[config.mk]
export PLATFORM = sky130hd
export DESIGN_NAME = gbf_front
export DESIGN_NICKNAME = d
export VERILOG_FILES = /design/src/hdl/gbf_pkg.sv /design/src/hdl/gbf_front.sv
export SDC_FILE = /design/constraint.sdc
export NUM_CORES = 1
export LEC_CHECK = 0
export BUFFER_PORTS_ARGS = -buffer_cell sky130_fd_sc_hd__buf_2
export CORE_MARGIN = 2
export CORE_UTILIZATION = 33
export CTS_BUF_LIST = sky130_fd_sc_hd__clkbuf_16
export CTS_CLUSTER_SIZE = 25
export DETAILED_ROUTE_END_ITERATION = 10
export MAX_ROUTING_LAYER = met4
export PLACE_DENSITY_LB_ADDON = 0.08
export SLEW_MARGIN = 20
export SYNTH_ARGS = -nofsm -noshare
export SYNTH_HDL_FRONTEND = slang
export SYNTH_SLANG_ARGS = --single-unit
export TNS_END_PERCENT = 10
[constraint.sdc]
create_clock -name clk -period 4.5 [get_ports clk]
set_input_delay 0 -clock clk [delete_from_list [all_inputs] [get_ports clk]]
set_output_delay 0 -clock clk [all_outputs]
set_load 0.1 [all_outputs]
[src/hdl/gbf_pkg.sv]
package gbf_pkg;

    localparam int unsigned TABLE_WORDS_DEF = 1024;
    localparam int unsigned WORDS_W         = 11;
    localparam int unsigned SHIFT_W         = 3;
    localparam int unsigned HASH_W          = 32;
    localparam int unsigned INDEX_W         = 10;
    localparam int unsigned WORD_BITS       = 64;
    localparam int unsigned BIT_SEL_W       = 6;
    localparam int unsigned DIVIDEND_W      = HASH_W - BIT_SEL_W;
    localparam int unsigned STEP_W          = 5;
    localparam int unsigned QUEUE_DEPTH     = 4;
    localparam int unsigned QUEUE_PTR_W     = 2;

    localparam logic [HASH_W-1:0] HASH_SEED = 32'd5381;

    localparam logic CFG_BLOOM_WORDS = 1'b0;
    localparam logic CFG_BLOOM_SHIFT = 1'b1;

    localparam logic MODE_ADD  = 1'b0;
    localparam logic MODE_TEST = 1'b1;

    typedef struct packed {
        logic       mode;
        logic [7:0] name_byte;
        logic       last_byte;
    } byte_item_t;

    typedef struct packed {
        logic              may_exist;
        logic [HASH_W-1:0] name_hash;
        logic [INDEX_W-1:0] word_index;
    } result_item_t;

    typedef struct packed {
        logic              mode;
        logic [HASH_W-1:0] hash;
    } job_t;

endpackage

[src/hdl/gbf_front.sv]
module gbf_front
(
    input  logic                clk,
    input  logic                rst_n,
    input  logic                byte_valid,
    output logic                byte_stall,
    input  gbf_pkg::byte_item_t byte_data,
    input  logic                clearing,
    input  logic                q_full,
    output logic                q_push,
    output gbf_pkg::job_t       q_job
);

    logic [gbf_pkg::HASH_W-1:0] acc_reg;
    logic [gbf_pkg::HASH_W-1:0] acc_next;
    logic [gbf_pkg::HASH_W-1:0] hash;
    logic                       accept;

    assign byte_stall = clearing || q_full;
    assign accept     = byte_valid && !byte_stall;

    // h * 33 + byte
    assign hash = (acc_reg << 5) + acc_reg
                + {{(gbf_pkg::HASH_W-8){1'b0}}, byte_data.name_byte};

    assign q_push     = accept && byte_data.last_byte;
    assign q_job.mode = byte_data.mode;
    assign q_job.hash = hash;

    always_comb
    begin
        acc_next = acc_reg;
        if (accept)
        begin
            acc_next = byte_data.last_byte ? gbf_pkg::HASH_SEED : hash;
        end
    end

    always_ff @(posedge clk or negedge rst_n)
    begin
        if (!rst_n)
        begin
            acc_reg <= gbf_pkg::HASH_SEED;
        end
        else
        begin
            acc_reg <= acc_next;
        end
    end

endmodule

==> flow_summary.yaml <==
yosys:
  yosysTopAreaCell: "ha_1"
  synth_top_family_by_area: "compound AO/OA/AOI/OAI gates"
  ys_warn_count: 0
  synthesis.nets: 411
  synthSimpleGateAreaFrac: 0.115
  ys_ff_latch: 32
  synth_ff_type: "dfrtp_1"
  synth_compound_area_frac: 0.257
  synthMuxAreaShare: 0.00313
  syn_avg_cell_area_um2: 9.59
  synthAdderAreaFrac: 0.252
  synth_top_area_frac: 0.227
  yosysUniqueCellTypes: 53
  synth-edff-count: 0
  ys_seq_area_frac: 0.252
  netlist_instances: 334
  synth_xor_area_frac: 0.0848
  async_flop_share: 1.00
  synth.area.top_cells: "ha_1 (23%), dfrtp_1 (21%), a22o_1 (6.6%)"
  synth.cell_area_um2: 3200
layout:
  post-route-util: 0.400
  layout_commonest_cell: "ha_1"
  mostFrequentLayoutCells: "ha_1 (58), buf_2 (47), dfrtp_1 (27), a22o_1 (24)"
  largest_register_ffs: 32
  antenna_cells: 0
  nets: 453
  drive_gt1_frac: 0.196
  area_delta_synth_final_pct: 16.4
critical_path:
  crit_type: "reg2out"
  critPathCaptureType: "primary output"
  worstPathRequired_ps: 4500
  startpoint_type: "flip-flop"
  cp_max_fo: 5
  cp_data_arrival_time_ps: 4050
  r2r_cells: 13
placed_design:
  gp_congestion: 0.796
  dp_hpwl_mm: 6.75
  numPortBuffers: 47
die:
  dieWidth_um: 103
  die_area_um2: 10500
  start_util: 0.343
  io_pins: 50
  core_um2: 9330
  rows: 35
  die_h_um: 103
timing:
  finalCritPeriodShare: 0.900
  rsz0062_at_grt: "false"
  tns_ps: 0
  fmax_ghz: 0.247
  hold_viol: 0
  post-route-min-period_ps: 4050
  slew_viol_final: 0
  worst_pin_slew_ps: 811
  finalSetupViolCount: 0
  fin_skew_ps: 4.99
  slew_headroom: 0.459
worst_hold_path:
  min_path_type: "in2out"
  min_path_cells: 0
grt:
  grt_pass1_vias: 2721
  track_usage: 0.183
  grt_antenna_before_repair: 0
  grt_pass1_wl_mm: 14.2
  grt_max_degree: 33
  grt-ovfl-total: 0
cts:
  cts_max_path_buffers: 2
  clk_latency_ps: 280
  numCtsBuffers: 5
  cts_tree: "built"
  cts_setup_buffers: 0
  htreeDepth: 2
  clock_sinks: 32
  root_buffer: "clkbuf_16"
  path_clk_slew_ps: 60
routing:
  wl_per_cell_um: 17.3
  routed_via_density: 5.23
  drt_wl_total_mm: 8.73
  ant_nets: 0
  drt_iter0_markers: 92
  dr.pass1.iters: 6
  vias: 2646
  drc: 0
flow_run:
  drv_cap: 0
run_status:
  status: "finished, final reports clean"
worst max-delay path, cell delays in order, from the launching register on:
cell	delay [ps]
dfstp_2	520
inv_1	60
fa_1	510
inv_1	50
ha_1	340
a21o_1	190
a31o_2	140
nor2_2	50
o41ai_2	530
nor2_1	150
o21ai_0	330
a21o_1	210
a21oi_1	80
xnor2_1	160
buf_2	450
cells by family after synthesis:
logic type | Yosys count
flip-flops | 32
XOR/XNOR | 31
AO/OA/AOI/OAI | 109
buffers and inverters | 27
adder cells (fa/ha/maj) | 62
multiplexers | 1
AND/OR/NAND/NOR | 72
per-stage QoR:
step           hold WS (ps)  instance area (um2)  std cells  setup WS [ps]
3_5_place_dp          0.681                 3550        497            730
5_1_grt               0.579                 3730        506            181
6_report              0.217                 3730        506            451
4_1_cts               0.681                 3730        506            403
3_3_place_gp          0.681                 3550        497            834
2_1_floorplan          -296                 3210        334          -79.5
area by class of cell:
| type | instances | area, um2 |
|---|---|---|
| clock inverter | 3 | 37.5 |
| timing repair buffer | 50 | 260 |
| sequential | 32 | 807 |
| fill | 956 | 5600 |
| multi-input combinational | 275 | 2290 |
| clock buffer | 5 | 125 |
| inverter | 12 | 45.0 |
| tap | 129 | 161 |
cell usage after synthesis, drive strengths merged (9+ instances only):
cell type / count
dfrtp: 27
ha: 58
a22o: 24
a21o: 13
nand2: 17
xnor2: 22
o21ai: 18
nor2: 18
clkbuf: 10
a21oi: 24
inv: 12
xor2: 9
routing by layer:
layer  track usage  vias to the layer above  share of wire
li1              -                     1341              -
met1         0.249                     1258           0.50
met2         0.298                       42           0.47
met3        0.0231                        5          0.025
met4        0.0308                        0         0.0078
met5             -                        -              0
worst paths after layout:
kind | slack, ps | start | end
max in group asynchronous | 3630 | rst_n | acc_reg[20]
hold / removal | 0.2 | byte_data[9] | q_job[32]
setup reg to reg | 950 | acc_reg[0] | acc_reg[20]
min in group asynchronous | 370 | rst_n | acc_reg[1]
setup / recovery | 450 | acc_reg[0] | q_job[20]
hold reg to reg | 510 | acc_reg[30] | acc_reg[30]
repair_timing:
action | CTS | global route
hold buffers | 1 | 0
resized for setup | 0 | 0
hold endpoints to repair | 27 | 0
setup endpoints to repair | 0 | 0
Power is left out: the tool's default activity adds up to more than one toggle a clock period on the data nets, which glitch-free logic cannot reach.
