===== config.mk =====
export PLATFORM = sky130hd
export DESIGN_NAME = gbf_queue
export DESIGN_NICKNAME = d
export VERILOG_FILES = /design/src/hdl/gbf_pkg.sv /design/src/hdl/gbf_queue.sv
export SDC_FILE = /design/constraint.sdc
export NUM_CORES = 1
export LEC_CHECK = 0
export BUFFER_PORTS_ARGS = -buffer_cell sky130_fd_sc_hd__buf_2
export CELL_PAD_IN_SITES_DETAIL_PLACEMENT = 0
export CELL_PAD_IN_SITES_GLOBAL_PLACEMENT = 1
export CORE_MARGIN = 2
export CORE_UTILIZATION = 25
export CTS_CLUSTER_SIZE = 10
export DETAILED_ROUTE_END_ITERATION = 16
export PLACE_DENSITY = 0.58
export SLEW_MARGIN = 5
export SYNTH_ARGS = -nofsm -noshare
export SYNTH_HDL_FRONTEND = slang
export SYNTH_SLANG_ARGS = --single-unit

===== constraint.sdc =====
create_clock -name clk -period 1.9 [get_ports clk]
set_input_delay 0.38 -clock clk [delete_from_list [all_inputs] [get_ports clk]]
set_output_delay 0.38 -clock clk [all_outputs]
set_load 0.005 [all_outputs]

===== src/hdl/gbf_pkg.sv =====
package gbf_pkg;

    localparam int unsigned TABLE_WORDS_DEF = 1024;
    localparam int unsigned WORDS_W         = 11;
    localparam int unsigned SHIFT_W         = 3;
    localparam int unsigned HASH_W          = 32;
    localparam int unsigned INDEX_W         = 10;
    localparam int unsigned WORD_BITS       = 64;
    localparam int unsigned BIT_SEL_W       = 6;
    localparam int unsigned DIVIDEND_W      = HASH_W - BIT_SEL_W;
    localparam int unsigned STEP_W          = 5;
    localparam int unsigned QUEUE_DEPTH     = 4;
    localparam int unsigned QUEUE_PTR_W     = 2;

    localparam logic [HASH_W-1:0] HASH_SEED = 32'd5381;

    localparam logic CFG_BLOOM_WORDS = 1'b0;
    localparam logic CFG_BLOOM_SHIFT = 1'b1;

    localparam logic MODE_ADD  = 1'b0;
    localparam logic MODE_TEST = 1'b1;

    typedef struct packed {
        logic       mode;
        logic [7:0] name_byte;
        logic       last_byte;
    } byte_item_t;

    typedef struct packed {
        logic              may_exist;
        logic [HASH_W-1:0] name_hash;
        logic [INDEX_W-1:0] word_index;
    } result_item_t;

    typedef struct packed {
        logic              mode;
        logic [HASH_W-1:0] hash;
    } job_t;

endpackage


===== src/hdl/gbf_queue.sv =====
module gbf_queue
(
    input  logic          clk,
    input  logic          rst_n,
    input  logic          push,
    input  gbf_pkg::job_t push_job,
    input  logic          pop,
    output gbf_pkg::job_t pop_job,
    output logic          full,
    output logic          empty
);

    gbf_pkg::job_t                     slot_reg [gbf_pkg::QUEUE_DEPTH];
    logic [gbf_pkg::QUEUE_PTR_W-1:0]   wr_ptr_reg;
    logic [gbf_pkg::QUEUE_PTR_W-1:0]   rd_ptr_reg;
    logic [gbf_pkg::QUEUE_PTR_W:0]     count_reg;
    logic [gbf_pkg::QUEUE_PTR_W:0]     count_next;
    logic                              do_push;
    logic                              do_pop;

    assign full    = (count_reg == (gbf_pkg::QUEUE_PTR_W+1)'(gbf_pkg::QUEUE_DEPTH));
    assign empty   = (count_reg == '0);
    assign do_push = push && !full;
    assign do_pop  = pop && !empty;
    assign pop_job = slot_reg[rd_ptr_reg];

    always_comb
    begin
        count_next = count_reg;
        case ({do_push, do_pop})
            2'b10:   count_next = count_reg + 1'b1;
            2'b01:   count_next = count_reg - 1'b1;
            default: count_next = count_reg;
        endcase
    end

    always_ff @(posedge clk)
    begin
        if (do_push)
        begin
            slot_reg[wr_ptr_reg] <= push_job;
        end
    end

    always_ff @(posedge clk or negedge rst_n)
    begin
        if (!rst_n)
        begin
            wr_ptr_reg <= '0;
            rd_ptr_reg <= '0;
            count_reg  <= '0;
        end
        else
        begin
            if (do_push)
            begin
                wr_ptr_reg <= wr_ptr_reg + 1'b1;
            end
            if (do_pop)
            begin
                rd_ptr_reg <= rd_ptr_reg + 1'b1;
            end
            count_reg <= count_next;
        end
    end

endmodule


==> metrics.csv, run 1 <==
stage,metric,value,unit
logic_synthesis,"Distinct cells, synth",21,
floorplan,Site Rows,52,
pwr,NetSw,2.84,mW
grt,vias in the first global route,2700,
sta,setup_tns,-5140,ps
sta,Layout Skew,7.84,ps
floorplan,die area,0.0221,sq mm
cells_and_area,filler cell count,1986,
pwr,Comb pwr share,0.293,
sta,slew of the pin with the lowest slew margin,285,ps
clocking,CTS tree,done,
clocking,Sink Count,139,
run,maxcap violations,0,
floorplan,Initial Utilization,0.256,
place,dpl cell area,0.00607,sq mm
pwr,Internal,7.93,mW
logic_synthesis,Syn Nets,253,
pwr,switching share of power,0.264,
setup_path,Worst Path Buf+Inv,2,
setup_path,Crit path max-delay family,multiplexers,
place,hpwl dp,6270,um
sta,RSZ-0062 raised after global routing,yes,
cells_and_area,Multi-input gate area,988,sq um
grt,largest net degree at the start of global routing,25,
clocking,Worst-Skew Late Latency,410,ps
setup_path,CP Launch Type,flip-flop,
cells_and_area,Nets,359,
outcome,status,"finished, violations left",
sta,post-route worst setup slack,-189,ps
setup_path,CP max-delay cell,mux4_2,
setup_path,Setup CP Type,reg -> out,
sta,final number of setup-violating endpoints,33,
min_path,HP Class,in -> reg,
logic_synthesis,Mapped Area,0.00524,sq mm
sta,max-slew violations,0,
routing,drt wl/cell,16.9,um
setup_path,CP Data Required Time,1520,ps
setup_path,critical path's largest stage delay,550,ps
clocking,CTS Buf Count,17,
cells_and_area,area of all sequential standard cells,0.00414,sq mm
cells_and_area,ant diodes,0,
cells_and_area,Syn-to-layout area delta,29.0,%
sta,Period minus WS final,2090,ps
setup_path,CP max FO,14,
floorplan,die width,149,um
logic_synthesis,Syn Inst Count,210,
setup_path,"critical path, cell by cell",buf_12 > mux4_2 > buf_6,
grt,gr ovfl total,0,
floorplan,Die Ht,149,um
place,Port Buffer Count,71,
pwr,Pwr Density,1590,mW/mm^2
sta,Rel. slew slack,0.810,
place,Place WS,-40.9,ps
cells_and_area,"most common cell after layout, fill and taps aside",edfxtp_1,
grt,global-route wire length before repair,15500,um
setup_path,CP Capture Type,output pin,
clocking,H-tree depth,4,
routing,vias per inst,4.04,
routing,drt first pass iters,4,
sta,Final Hold Viols,0,
grt,number of antenna violations at the first check in global routing,1,
floorplan,Boundary Pins,72,
clocking,CTS Buffer Depth,2,
routing,Via Count,2415,
logic_synthesis,total number of yosys warnings,0,
routing,Detailed Route WL,10100,um
pwr,Leakage,2.36,nW
logic_synthesis,post-synthesis average cell area,24.9,sq um
sta,Final Cycle Share,1.10,
cells_and_area,cell area after layout,0.00676,sq mm
floorplan,core area,0.0204,sq mm
routing,antenna-violating nets left,0,
cells_and_area,layout cell share with drive strength beyond 1,0.512,
cells_and_area,Largest register FFs,132,
setup_path,CP Data Arrival Time,1710,ps
cells_and_area,most frequent cells in the layout,"edfxtp_1, buf_2, mux4_2, clkbuf_16, buf_4",
place,GPL Wtd Cong,0.701,
routing,Iteration-0 DRC Markers,118,
outcome,failing checks,negative setup slack,
clocking,Root Buffer,clkbuf_16,
routing,Residual DRC,0,
sta,Fmax achieved,479,MHz
logic_synthesis,"Seq/Total Area, Yosys",0.790,
pwr,clock power share,0.312,
pwr,Worst VDD drop,0.000622,V
clocking,clock slew at reported path FFs,60,ps
grt,GRT Util Overall,0.0989,
logic_synthesis,Synth Register Bits,139,
pwr,Reg power frac,0.395,
-- Yosys cell counts --
master	number	share of area
buf_6	1	0.0021
inv_1	6	0.0043
and2_1	4	0.0048
nor3b_2	1	0.0024
dfrtp_1	7	0.033
nor2_1	1	0.00072
ha_1	5	0.012
xnor2_1	3	0.0050
fa_1	1	0.0038
o31a_1	1	0.0017
buf_2	4	0.0038
buf_12	3	0.011
mux2i_1	1	0.0019
mux4_1	5	0.025
nor2b_2	1	0.0017
nor3_1	1	0.00095
nand2_1	1	0.00072
edfxtp_1	132	0.76
mux4_2	28	0.12
mux2_2	1	0.0021
xor2_1	3	0.0050
-- through the flow --
step | hold WS (ps) | util | power [mW] | std cells
global route | 164 | 0.331 | 11.4 | 598
finish | 184 | 0.331 | 10.8 | 598
detailed placement | 235 | 0.297 | 7.38 | 558
floorplan | 84.4 | - | 6.09 | 210
CTS | 158 | 0.329 | 10.9 | 595
global placement | 231 | 0.297 | 7.33 | 558
-- logic make-up (layout without fill, tap and decap cells) --
group / after synthesis / count (layout) / synth area share
fa+ha+maj: 6 / 6 / 0.0158
mux: 35 / 35 / 0.150
compound gates: 1 / 1 / 0.00167
flops: 139 / 139 / 0.790
simple gates: 9 / 9 / 0.0112
xor+xnor: 6 / 6 / 0.0100
buf+inv: 14 / 132 / 0.0217
-- what timing repair did --
action	CTS	global route
endpoints found under the hold margin	7	0
hold buffers	1	0
endpoints found under the setup margin	34	35
pin swaps	3	3
setup buffers	5	3
resized for setup	9	5
-- routing by layer --
metal | wire [um] | GRT usage
met5 | 13 | 0
met4 | 150 | 0.0386
met3 | 420 | 0.0364
met2 | 5220 | 0.168
met1 | 4330 | 0.114
-- cell type report --
class	instances	area share
inverters	6	0.00333
well taps	270	0.0500
clock inverters	14	0.0261
flip-flops and latches	139	0.613
repair buffers	95	0.0986
multi-input cells	57	0.146
clock buffers	17	0.0629
-- path summary, 6_finish.rpt --
path / startpoint / endpoint / slack, ps / cells after the start
worst min-delay path: push_job[20] / slot_reg[1][20] / 180 / 1
worst max register to register: count_reg[0] / count_reg[2] / 60 / 9
max in group asynchronous: rst_n / rd_ptr_reg[1] / 1390 / 2
min in group asynchronous: rst_n / count_reg[1] / 330 / 2
worst min register to register: wr_ptr_reg[1] / wr_ptr_reg[1] / 570 / 1
worst max-delay path: rd_ptr_reg[0] / pop_job[6] / -190 / 3
-- power by group through the flow --
stage | sequential (mW) | combinational [mW] | clock [mW]
2_1_floorplan | 4.25 | 1.84 | 0
3_3_place_gp | 4.28 | 3.05 | 0
5_1_grt | 4.32 | 3.46 | 3.60
3_5_place_dp | 4.33 | 3.05 | 0
4_1_cts | 4.27 | 3.21 | 3.46
6_report | 4.26 | 3.15 | 3.36
Note: power is estimated with default switching activity, not from simulation.
==> run 2, diff against run 1 <==
Settings changed: CORE_MARGIN 2 to default, GPL_TIMING_DRIVEN from default to 0.
==> run 2 against run 1 <==
The run still ends with negative setup slack left. Flip-flop and latch count is the same. Cell count fell by 1.3%. Worst setup slack got worse by 56 ps. Count of clock-buffer cells in the layout up 1. Register-to-register slack about the same. Largest power group unchanged.
==> metrics.csv, run 2 (same netlist as run 1, synthesis figures left out) <==
stage,metric,value,unit,change
clocking,Root Buffer,clkbuf_16,,
floorplan,Die Ht,147,um,-1.3%
setup_path,Setup CP Type,reg -> out,,
clocking,clock slew at reported path FFs,60,ps,about the same
floorplan,Site Rows,52,,unchanged
place,dpl cell area,0.00594,sq mm,-2.2%
setup_path,critical path's largest stage delay,520,ps,-30 ps
setup_path,"critical path, cell by cell",buf_12 > buf_12 > mux4_2 > buf_2,,
sta,Final Hold Viols,0,,unchanged
sta,slew of the pin with the lowest slew margin,579,ps,+294 ps
cells_and_area,"most common cell after layout, fill and taps aside",edfxtp_1,,
cells_and_area,Nets,350,,-2.5%
pwr,Pwr Density,1610,mW/mm^2,+1.2%
sta,Rel. slew slack,0.614,,-0.196
routing,vias per inst,4.03,,-0.11%
sta,Final Cycle Share,1.13,,+0.0297
clocking,CTS tree,done,,
sta,max-slew violations,0,,unchanged
grt,global-route wire length before repair,15200,um,-1.8%
min_path,HP Class,in -> reg,,
cells_and_area,Largest register FFs,132,,unchanged
setup_path,CP max FO,9,,-5
sta,Layout Skew,7.96,ps,+0.128 ps
grt,largest net degree at the start of global routing,34,,+36%
pwr,switching share of power,0.264,,about the same
outcome,status,"finished, violations left",,
setup_path,CP Data Arrival Time,1770,ps,+60 ps
outcome,failing checks,negative setup slack,,
setup_path,Crit path max-delay family,multiplexers,,
cells_and_area,ant diodes,0,,unchanged
floorplan,core area,0.0204,sq mm,-0.32%
routing,Residual DRC,0,,unchanged
setup_path,Worst Path Buf+Inv,3,,+1
pwr,clock power share,0.312,,about the same
setup_path,CP max-delay cell,mux4_2,,
grt,GRT Util Overall,0.0982,,-0.000678
grt,number of antenna violations at the first check in global routing,0,,-1
clocking,CTS Buffer Depth,2,,unchanged
place,Place WS,-284,ps,-243 ps
place,GPL Wtd Cong,0.653,,-6.8%
clocking,H-tree depth,4,,unchanged
cells_and_area,filler cell count,1944,,-2.1%
pwr,Comb pwr share,0.294,,about the same
grt,met3 usage in global routing,0.0335,,-0.00285
place,Port Buffer Count,71,,unchanged
sta,RSZ-0062 raised after global routing,yes,,
pwr,total power,10.8,mW,+0.31%
cells_and_area,cell area after layout,0.00670,sq mm,-0.93%
routing,drt wl/cell,16.6,um,-2.3%
pwr,NetSw,2.85,mW,+0.32%
place,hpwl dp,5660,um,-9.7%
sta,final number of setup-violating endpoints,33,,unchanged
cells_and_area,most frequent cells in the layout,"edfxtp_1, buf_2, mux4_2, clkbuf_16, dfrtp_1",,
cells_and_area,Syn-to-layout area delta,27.8,%,
setup_path,CP Data Required Time,1520,ps,about the same
grt,vias in the first global route,2671,,-1.1%
pwr,Internal,7.95,mW,+0.31%
sta,Period minus WS final,2150,ps,+56.5 ps
pwr,Leakage,2.33,nW,-1.3%
routing,Via Count,2380,,-1.4%
floorplan,die width,147,um,-1.3%
pwr,Reg power frac,0.394,,about the same
run,maxcap violations,0,,unchanged
floorplan,die area,0.0215,sq mm,-2.7%
routing,Detailed Route WL,9770,um,-3.6%
routing,drt first pass iters,4,,unchanged
setup_path,CP Capture Type,output pin,,
routing,antenna-violating nets left,0,,unchanged
sta,setup_tns,-6600,ps,-1460 ps
grt,gr busiest metal,met2,,
floorplan,Initial Utilization,0.257,,+0.000819
pwr,Worst VDD drop,0.000592,V,-4.8%
grt,gr ovfl total,0,,unchanged
floorplan,Boundary Pins,72,,unchanged
grt,met2 usage,0.159,,-0.00976
setup_path,CP Launch Type,flip-flop,,
sta,Fmax achieved,466,MHz,-2.6%
cells_and_area,layout cell share with drive strength beyond 1,0.491,,-0.0216
sta,post-route worst setup slack,-246,ps,-56.5 ps
setup_path,"most used cell, CP",buf_12,,
sta,worst hold margin,187,ps,+3.70 ps
grt,met1 global-route usage,0.119,,+0.00564
clocking,Sink Count,139,,unchanged
routing,Iteration-0 DRC Markers,76,,-36%
clocking,CTS Buf Count,17,,unchanged
clocking,Worst-Skew Late Latency,410,ps,about the same
[run 2: cell types whose count changed in the layout (fill, tap and decap cells not counted), moves of 2 or more]
| cell | before | now |
|---|---|---|
| and2_2 | 4 | 0 |
| and2_4 | 0 | 4 |
| buf_12 | 9 | 5 |
| buf_4 | 13 | 4 |
| dfrtp_1 | 4 | 6 |
| dfrtp_2 | 3 | 1 |
[run 2: path summary, 6_finish.rpt]
path / startpoint / end / slack, ps / cells after the start
max in group asynchronous: rst_n / count_reg[0] / 1390 / 2
min in group asynchronous: rst_n / count_reg[1] / 330 / 2
max: rd_ptr_reg[0] / pop_job[26] / -250 / 4
min: push_job[14] / slot_reg[0][14] / 190 / 1
min reg2reg: count_reg[2] / count_reg[2] / 540 / 1
max reg2reg: count_reg[0] / count_reg[2] / 60 / 9
[run 2: what timing repair did]
| action | in CTS | in global routing |
|---|---|---|
| endpoints found under the hold margin | 7 | 0 |
| cloned | 1 | 1 |
| setup endpoints to repair | 166 | 34 |
| resized for setup | 20 | 7 |
| setup buffers | 4 | 0 |
| hold buffers | 1 | 0 |
| pin swaps | 3 | 2 |
[run 2: stage by stage]
| stage | utilization | cells |
|---|---|---|
| 3_3_place_gp | 0.292 | 551 |
| 2_1_floorplan | - | 210 |
| 5_1_grt | 0.329 | 590 |
| 6_report | 0.329 | 590 |
| 3_5_place_dp | 0.292 | 551 |
| 4_1_cts | 0.326 | 589 |
[run 2: final cells by class]
class,instances,area (sq um),area share
Multi-Input combinational cell,57,1000,0.150
Clock inverter,14,176,0.0263
Timing Repair Buffer,78,473,0.0706
Sequential cell,139,4140,0.618
Clock buffer,18,429,0.0641
Inverter,6,22.5,0.00336
Tap cell,270,338,0.0504
Buffer,8,115,0.0172
[run 2: power groups by stage]
| stage | combinational (mW) | clock, mW | sequential [mW] |
|---|---|---|---|
| detailed placement | 2.88 | 0 | 4.32 |
| floorplan | 1.84 | 0 | 4.25 |
| global route | 3.48 | 3.59 | 4.32 |
| finish | 3.18 | 3.38 | 4.25 |
| CTS | 3.18 | 3.45 | 4.25 |
| global placement | 2.89 | 0 | 4.28 |
[run 2: routing by layer]
metal	part of all wire	up-vias
li1	-	1067
met1	0.44	1252
met2	0.51	55
met3	0.046	6
met4	0.011	0
met5	0	-
